**src/hw/rtl/fbc_pkg.sv**
```systemverilog
// ----------------------------------------------------------------------------
// fbc_pkg
// shared types and constants of the fat12 boot sector classifier
// ----------------------------------------------------------------------------
`default_nettype none

package fbc_pkg;

  localparam int SECTOR_BYTES_DEFAULT = 512;

  // fixed offsets of the boot parameter fields
  localparam int OFS_BPS_LO   = 'h0B;
  localparam int OFS_BPS_HI   = 'h0C;
  localparam int OFS_SPC      = 'h0D;
  localparam int OFS_RES_LO   = 'h0E;
  localparam int OFS_RES_HI   = 'h0F;
  localparam int OFS_FATS     = 'h10;
  localparam int OFS_ROOT_LO  = 'h11;
  localparam int OFS_ROOT_HI  = 'h12;
  localparam int OFS_TOTS_LO  = 'h13;
  localparam int OFS_TOTS_HI  = 'h14;
  localparam int OFS_FATSZ_LO = 'h16;
  localparam int OFS_FATSZ_HI = 'h17;
  localparam int OFS_TOTL_B0  = 'h20;
  localparam int OFS_TOTL_B1  = 'h21;
  localparam int OFS_TOTL_B2  = 'h22;
  localparam int OFS_TOTL_B3  = 'h23;
  localparam int OFS_SIG_LO   = 510;
  localparam int OFS_SIG_HI   = 511;

  localparam logic [7:0]  SIG_LO_VALUE  = 8'h55;
  localparam logic [7:0]  SIG_HI_VALUE  = 8'hAA;
  localparam logic [31:0] FAT12_MAX_CLUSTERS = 32'd4085;

  typedef enum logic [2:0] {
    VERDICT_FAT12     = 3'd0,
    VERDICT_BAD_SIG   = 3'd1,
    VERDICT_BAD_GEOM  = 3'd2,
    VERDICT_ZERO_FAT  = 3'd3,
    VERDICT_TOO_MANY  = 3'd4
  } verdict_t;

  // controller to datapath
  typedef struct packed {
    logic take;    // accept one sector byte
    logic check;   // run field checks, product and root sectors
    logic sum;     // add up overhead sectors
    logic divide;  // data sectors, cluster count, load result
  } fbc_cmd_t;

  // datapath to controller
  typedef struct packed {
    logic last_byte;
  } fbc_stat_t;

endpackage

`default_nettype wire

```
**src/hw/rtl/fbc_ctrl.sv**
```systemverilog
// ----------------------------------------------------------------------------
// fbc_ctrl
// sequencer: byte intake, then three verdict steps, then a result strobe
// ----------------------------------------------------------------------------
`default_nettype none

module fbc_ctrl import fbc_pkg::*; (
  input  wire logic      clk,
  input  wire logic      rst,
  input  wire logic      start,
  input  wire fbc_stat_t stat,
  output fbc_cmd_t       cmd,
  output logic           busy,
  output logic           done
);

  typedef enum logic [3:0] {
    S_IDLE   = 4'b0001,
    S_CHECK  = 4'b0010,
    S_SUM    = 4'b0100,
    S_DIVIDE = 4'b1000
  } state_t;

  state_t state;
  state_t state_next;

  assign busy = (state != S_IDLE);

  always_comb begin
    cmd        = '0;
    cmd.take   = start && (state == S_IDLE);
    cmd.check  = (state == S_CHECK);
    cmd.sum    = (state == S_SUM);
    cmd.divide = (state == S_DIVIDE);
  end

  always_comb begin
    state_next = state;
    case (state)
      S_IDLE: begin
        if (cmd.take && stat.last_byte) state_next = S_CHECK;
      end
      S_CHECK:  state_next = S_SUM;
      S_SUM:    state_next = S_DIVIDE;
      S_DIVIDE: state_next = S_IDLE;
      default:  state_next = S_IDLE;
    endcase
  end

  always_ff @(posedge clk) begin
    if (rst) begin
      state <= S_IDLE;
      done  <= 1'b0;
    end else begin
      state <= state_next;
      done  <= (state == S_DIVIDE);
    end
  end

endmodule

`default_nettype wire

```
**src/hw/rtl/fbc_datapath.sv**
```systemverilog
// ----------------------------------------------------------------------------
// fbc_datapath
// byte position, field capture and the staged cluster arithmetic
// ----------------------------------------------------------------------------
`default_nettype none

module fbc_datapath import fbc_pkg::*; #(
  parameter int SECTOR_BYTES = SECTOR_BYTES_DEFAULT
) (
  input  wire logic      clk,
  input  wire logic      rst,
  input  wire fbc_cmd_t  cmd,
  input  wire logic [7:0] sector_byte,
  input  wire logic      first_byte,
  output fbc_stat_t      stat,
  output logic [2:0]     verdict,
  output logic [31:0]    cluster_count
);

  localparam int POS_W = $clog2(SECTOR_BYTES + 1);
  localparam logic [POS_W-1:0] POS_END  = POS_W'(SECTOR_BYTES);
  localparam logic [POS_W-1:0] POS_LAST = POS_W'(SECTOR_BYTES - 1);

  // log2 of a one-hot value, meaningful only when one bit is set
  function automatic logic [3:0] onehot_log2(input logic [15:0] v);
    logic [3:0] idx;
    idx = '0;
    for (int i = 0; i < 16; i++) begin
      if (v[i]) idx = idx | 4'(i);
    end
    return idx;
  endfunction

  function automatic logic pow2_nonzero(input logic [15:0] v);
    return (v != '0) && ((v & (v - 16'd1)) == '0);
  endfunction

  logic [POS_W-1:0] byte_position;
  logic [POS_W-1:0] pos_eff;
  logic             in_range;

  logic [15:0] bytes_per_sector;
  logic [7:0]  sectors_per_cluster;
  logic [15:0] reserved_sectors;
  logic [7:0]  fat_copies;
  logic [15:0] root_entries;
  logic [15:0] total_sectors_small;
  logic [15:0] fat_sectors;
  logic [31:0] total_sectors_large;
  logic [7:0]  signature_low;
  logic        sig_high_ok;

  // check step results
  verdict_t    early_verdict;
  logic [23:0] fat_area;
  logic [21:0] root_sectors;
  logic [31:0] total_sectors;
  logic [2:0]  spc_shift;
  // sum step result
  logic [24:0] overhead;

  logic [21:0] root_bytes_up;
  logic [31:0] data_sectors;
  logic [31:0] clusters;
  verdict_t    verdict_chk;

  assign pos_eff        = first_byte ? '0 : byte_position;
  assign in_range       = (pos_eff < POS_END);
  assign stat.last_byte = (pos_eff == POS_LAST);

  always_ff @(posedge clk) begin
    if (rst) begin
      byte_position       <= '0;
      bytes_per_sector    <= '0;
      sectors_per_cluster <= '0;
      reserved_sectors    <= '0;
      fat_copies          <= '0;
      root_entries        <= '0;
      total_sectors_small <= '0;
      fat_sectors         <= '0;
      total_sectors_large <= '0;
      signature_low       <= '0;
      sig_high_ok         <= 1'b0;
    end else if (cmd.take && in_range) begin
      byte_position <= pos_eff + 1'b1;
      case (pos_eff)
        POS_W'(OFS_BPS_LO):   bytes_per_sector[7:0]     <= sector_byte;
        POS_W'(OFS_BPS_HI):   bytes_per_sector[15:8]    <= sector_byte;
        POS_W'(OFS_SPC):      sectors_per_cluster       <= sector_byte;
        POS_W'(OFS_RES_LO):   reserved_sectors[7:0]     <= sector_byte;
        POS_W'(OFS_RES_HI):   reserved_sectors[15:8]    <= sector_byte;
        POS_W'(OFS_FATS):     fat_copies                <= sector_byte;
        POS_W'(OFS_ROOT_LO):  root_entries[7:0]         <= sector_byte;
        POS_W'(OFS_ROOT_HI):  root_entries[15:8]        <= sector_byte;
        POS_W'(OFS_TOTS_LO):  total_sectors_small[7:0]  <= sector_byte;
        POS_W'(OFS_TOTS_HI):  total_sectors_small[15:8] <= sector_byte;
        POS_W'(OFS_FATSZ_LO): fat_sectors[7:0]          <= sector_byte;
        POS_W'(OFS_FATSZ_HI): fat_sectors[15:8]         <= sector_byte;
        POS_W'(OFS_TOTL_B0):  total_sectors_large[7:0]  <= sector_byte;
        POS_W'(OFS_TOTL_B1):  total_sectors_large[15:8] <= sector_byte;
        POS_W'(OFS_TOTL_B2):  total_sectors_large[23:16] <= sector_byte;
        POS_W'(OFS_TOTL_B3):  total_sectors_large[31:24] <= sector_byte;
        POS_W'(OFS_SIG_LO):   signature_low             <= sector_byte;
        POS_W'(OFS_SIG_HI):   sig_high_ok <= (sector_byte == SIG_HI_VALUE);
        default: ;
      endcase
    end
  end

  // round up root directory bytes to whole sectors
  assign root_bytes_up = {1'b0, root_entries, 5'b0} + {6'b0, bytes_per_sector - 16'd1};

  always_comb begin
    if ((signature_low != SIG_LO_VALUE) || !sig_high_ok) begin
      verdict_chk = VERDICT_BAD_SIG;
    end else if (!pow2_nonzero(bytes_per_sector) ||
                 !pow2_nonzero({8'd0, sectors_per_cluster})) begin
      verdict_chk = VERDICT_BAD_GEOM;
    end else if (fat_sectors == '0) begin
      verdict_chk = VERDICT_ZERO_FAT;
    end else begin
      verdict_chk = VERDICT_FAT12;
    end
  end

  assign data_sectors = total_sectors - {7'd0, overhead};
  assign clusters     = data_sectors >> spc_shift;

  always_ff @(posedge clk) begin
    if (cmd.check) begin
      early_verdict <= verdict_chk;
      fat_area      <= {16'd0, fat_copies} * {8'd0, fat_sectors};
      root_sectors  <= root_bytes_up >> onehot_log2(bytes_per_sector);
      total_sectors <= (total_sectors_small != '0) ? {16'd0, total_sectors_small}
                                                   : total_sectors_large;
      spc_shift     <= 3'(onehot_log2({8'd0, sectors_per_cluster}));
    end
    if (cmd.sum) begin
      overhead <= {9'd0, reserved_sectors} + {1'b0, fat_area} + {3'd0, root_sectors};
    end
    if (cmd.divide) begin
      if (early_verdict != VERDICT_FAT12) begin
        verdict       <= early_verdict;
        cluster_count <= '0;
      end else begin
        verdict       <= (clusters >= FAT12_MAX_CLUSTERS) ? VERDICT_TOO_MANY
                                                          : VERDICT_FAT12;
        cluster_count <= clusters;
      end
    end
  end

endmodule

`default_nettype wire

```
**src/hw/rtl/fat12_boot_sector_classifier.sv**
```systemverilog
// the verdict strobe follows the last sector byte through the check, sum and divide states
// throughput: one byte per cycle while busy is low; busy is high after the last byte
//   of each sector, while the sequencer runs its check, sum and divide states
// the next sector's first byte is taken in the same cycle as the strobe
// reset: synchronous, clears the byte position, captured fields and the sequencer
// the receiver cannot stall: done is high for exactly one cycle per result
// ----------------------------------------------------------------------------
// fat12_boot_sector_classifier
// takes a boot sector one byte per beat, captures the boot parameter fields,
// and after the last byte reports whether the volume is fat12
// ----------------------------------------------------------------------------
`default_nettype none

module fat12_boot_sector_classifier import fbc_pkg::*; #(
  parameter int SECTOR_BYTES = SECTOR_BYTES_DEFAULT
) (
  input  wire logic        clk,
  input  wire logic        rst,
  // byte intake: a beat is taken when start is high and busy is low
  input  wire logic        start,
  output logic             busy,
  input  wire logic [7:0]  sector_byte,
  input  wire logic        first_byte,
  // verdict: valid for the single cycle that done is high
  output logic             done,
  output logic [2:0]       verdict,
  output logic [31:0]      cluster_count
);

  fbc_cmd_t  cmd;
  fbc_stat_t stat;

  // controller: idle takes bytes, then check, sum and divide steps
  fbc_ctrl u_ctrl (
    .clk   (clk),
    .rst   (rst),
    .start (start),
    .stat  (stat),
    .cmd   (cmd),
    .busy  (busy),
    .done  (done)
  );

  // datapath: position counter, field registers, staged arithmetic
  // bytes per sector and sectors per cluster are checked as powers of two,
  // so both divisions become shifts by the one-hot bit index
  fbc_datapath #(
    .SECTOR_BYTES (SECTOR_BYTES)
  ) u_datapath (
    .clk           (clk),
    .rst           (rst),
    .cmd           (cmd),
    .sector_byte   (sector_byte),
    .first_byte    (first_byte),
    .stat          (stat),
    .verdict       (verdict),
    .cluster_count (cluster_count)
  );

endmodule

`default_nettype wire
```
**config.mk**
```make
export PLATFORM = sky130hd
export DESIGN_NAME = fat12_boot_sector_classifier
export DESIGN_NICKNAME = d
export VERILOG_FILES = /design/src/hw/rtl/fbc_pkg.sv /design/src/hw/rtl/fbc_ctrl.sv /design/src/hw/rtl/fbc_datapath.sv /design/src/hw/rtl/fat12_boot_sector_classifier.sv
export SDC_FILE = /design/constraint.sdc
export NUM_CORES = 1
export LEC_CHECK = 0
export ABC_AREA = 1
export BUFFER_PORTS_ARGS = -buffer_cell sky130_fd_sc_hd__buf_2
export CAP_MARGIN = 0
export CORE_MARGIN = 4
export CORE_UTILIZATION = 55
export DETAILED_ROUTE_END_ITERATION = 8
export PLACE_DENSITY = 0.74
export SETUP_SLACK_MARGIN = 0.4
export SLEW_MARGIN = 10
export SYNTH_ARGS = -nofsm -noshare
export SYNTH_HDL_FRONTEND = slang
export SYNTH_SLANG_ARGS = --single-unit
```
**constraint.sdc**
```tcl
create_clock -name clk -period 4.6 [get_ports clk]
set_input_delay 1.15 -clock clk [delete_from_list [all_inputs] [get_ports clk]]
set_output_delay 1.15 -clock clk [all_outputs]
set_load 0.01 [all_outputs]
```
==> impl_metrics.yaml <==
place:
  dp_hpwl_mm: 43.6
  dp_cells: 3415
  portBuffers: 48
  gp_congestion: 0.947
sta:
  layout_min_cycle_time_ns: 4.43
  slew_headroom: 0.292
  setup_viol: 0
  hold_viol_final: 0
  rsz0062_at_grt: "yes"
  fin_crit_sh: 0.962
  finalMaxSlewViolations: 0
  fin_skew_ns: 0.0127
  max_freq_mhz: 226
  timing.setup.tns_ns: 0
  worstMarginPinSlew_ns: 1.06
grt:
  grt_max_degree: 67
  grt_pass1_vias: 18400
  groute.usage.overall: 0.264
  grt_most_used_layer: "met2"
  met2_usage: 0.469
  use_met1: 0.332
  grt_overflow: 0
  grt_pass1_wl_mm: 93.3
  grt_antenna_before_repair: 2
  use_met3: 0.0381
finish:
  multi_input_area_sq_um: 12300
  seq_area_sq_um: 7380
  drive_above_1_share: 0.113
  nFillCells: 3474
  antenna_cells: 0
  nNetsFinal: 3215
  layoutNonFillerInstCount: 3513
  syn2layout_area_growth_pct: 12.5
routing:
  wl_per_cell_um: 16.4
  wl_mm: 57.5
  drt_first_pass_iters: 5
  viasPerCell: 5.38
  final_antenna_net_count: 0
  drt-initial-drc-count: 1488
  drcViolationCount: 0
  vias: 18900
setup_path:
  cpPeakStageDelay_ns: 0.54
  worst-r2r-setup-slack_ns: 0.17
  r2r_cells: 19
  path_class: "register to register"
  cp-end-kind: "register"
  critPathBufInv: 3
  rr_startpoint: "u_datapath.fat_sectors[3]"
  start_kind: "register"
  worstPathRequired_ns: 4.89
  worstPathMaxFanout: 6
  regToRegEndpoint: "u_datapath.fat_area[23]"
  crit_chain: "nand2_1 > inv_1 > fa_2 > fa_1 > inv_1 > fa_1 > fa_1 > inv_1 > ha_4 > nand3b_1 > nand2_2 > a21oi_4 > o21ai_2 > nand2_1 > a21oi_2 > a31oi_4 > o21ai_4 > a21oi_2 > xor2_1"
  path_delay_family: "adder cells"
  worstPathArrival_ns: 4.71
  cpMaxStageDelayCell: "fa_1"
logic_synthesis:
  synthFlopType: "dfxtp_1"
  yosysMostFrequentCell: "nand2_1"
  synthArstFlopShare: 0
  ys_seq_area_frac: 0.337
  avgSynthCellArea_sq_um: 7.46
  synth_area_sq_um: 21800
  syn_nets: 3166
  synth_cells: 2921
  synth_top_area_share: 0.197
  yosys_warnings: 0
  synth_area_leaders: "edfxtp_1 (20%), dfxtp_1 (14%), nand2_1 (11%)"
  synth_seq_cells: 295
  yosys-top-cells-count: "nand2_1 (617), inv_1 (559), nand3_1 (266), nor2_1 (200), a21oi_1 (199)"
  synth_edf_count: 143
  synth_area_leader_cell: "edfxtp_1"
  synth_cell_type_count: 55
floorplan:
  dieArea_sq_um: 42900
  initial_core_util: 0.560
  die_x_um: 207
  core-area_sq_um: 38900
  num_rows: 72
  io-pin-count: 49
  die_h_um: 207
min_path:
  hp-start: "u_datapath.early_verdict[1]"
  hp-class: "register to register"
  hold_path_end: "u_datapath.verdict[1]"
  whs_path_depth: 0
power_and_ir_drop:
  p_per_area_nw_per_um2: 230
  ir_drop_mv: 0.264
  p_total_w: 0.00563
  p_leak_nw: 12.3
clock_network:
  cts.sinks: 295
  cts_tree: "done"
  cts-htree-levels: 2
  worst_skew_pair.late_latency_ns: 0.54
  cts_buffers: 34
  clock-root-buffer: "clkbuf_16"
  cts_buffer_depth: 3
  cts.clk_slew.worst_paths_ns: 0.06
flow_run:
  max_cap_violations: 0
outcome:
  status: "complete, no violations"
-- worst max path at each step --
stage / startpoint / endpoint / slack (ns) / cells past startpoint
6_report: u_datapath.fat_sectors[3] / u_datapath.fat_area[23] / 0.17 / 19
5_1_grt: u_datapath.fat_copies[7] / u_datapath.fat_area[18] / 0.05 / 20
4_1_cts: u_datapath.fat_copies[3] / u_datapath.fat_area[21] / 0.24 / 21
3_5_place_dp: u_datapath.fat_copies[3] / u_datapath.fat_area[21] / -0.07 / 19
3_3_place_gp: u_datapath.fat_copies[3] / u_datapath.fat_area[21] / 0.01 / 20
2_1_floorplan: u_datapath.fat_copies[7] / u_datapath.fat_area[21] / 0.22 / 22
-- state kept, by name, indices dropped and copies added (netlist names) --
| name | count |
|---|---|
| u_datapath.signature_low | 8 |
| u_datapath.reserved_sectors | 16 |
| u_datapath.spc_shift | 3 |
| u_ctrl.done | 1 |
| u_datapath.root_entries | 16 |
| u_datapath.total_sectors_small | 16 |
| u_datapath.fat_copies | 8 |
| u_datapath.total_sectors_large | 32 |
| u_datapath.sectors_per_cluster | 8 |
| u_datapath.fat_area | 24 |
| u_datapath.verdict | 3 |
| u_datapath.early_verdict | 2 |
| u_datapath.bytes_per_sector | 16 |
| u_datapath.byte_position | 10 |
| u_datapath.cluster_count | 32 |
| u_datapath.total_sectors | 32 |
| u_ctrl.state | 4 |
| u_datapath.fat_sectors | 16 |
| u_datapath.overhead | 25 |
| u_datapath.root_sectors | 22 |
| u_datapath.sig_high_ok | 1 |
-- cells in the final DEF, fill, tap and decap left out, types with 20 or more instances in the layout --
master	count
buf_2	48
fa_1	94
nand4_1	27
buf_4	63
inv_1	535
nand2_1	597
nor2_1	198
ha_1	114
inv_2	31
o21ai_0	174
xor2_1	34
dfxtp_1	136
nand2_2	24
a21oi_1	190
clkbuf_16	37
xnor2_1	20
edfxtp_1	143
a211oi_1	24
nand3_1	263
-- final cells by class --
type,instances,area share
Inverter,572,0.0876
Clock buffer,48,0.0399
Sequential cell,295,0.301
Timing Repair Buffer,129,0.0396
Tap cell,518,0.0264
Multi-Input combinational cell,1938,0.501
Clock inverter,13,0.00449
-- layer usage --
metal,routed length (um),vias to the layer above
met5,17,-
met4,1850,2
met3,3370,116
met2,28100,531
met1,24200,8774
li1,-,9462
-- per-stage QoR --
step	cell area, sq um	util	hold WS [ns]	setup WS (ns)
finish	24500	0.630	0.448	0.175
global route	24500	0.630	0.459	0.0464
CTS	24300	0.623	0.450	0.242
detailed placement	22700	0.583	0.436	-0.0702
global placement	22700	0.583	0.431	0.0143
floorplan	22100	-	0.430	0.218
-- cells by family after synthesis --
group | after synthesis | share of synthesized area
xor gates and xnor gates | 55 | 0.0221
and+or+nand+nor | 1191 | 0.237
adders and majority gates | 233 | 0.169
buffers and inverters | 688 | 0.122
AOI/OAI and AO/OA | 458 | 0.113
muxes | 1 | 0.000459
DFF | 295 | 0.337
-- repair_timing --
action,in CTS,in global routing
gates cloned,2,0
pin swaps,73,45
buffers inserted,24,11
setup endpoints to repair,11,31
gates resized for setup,85,52
hold buffers,0,0
-- where the power goes --
part	switching [W]	internal, W	total [W]	leakage (nW)
sequential	0.00000759	0.00274	0.00275	2.64
combinational	0.000176	0.0000608	0.000236	9.13
clock	0.00106	0.00159	0.00265	0.528
total	0.00124	0.00439	0.00563	12.3
No activity file was read; power rests on OpenSTA's default activity.
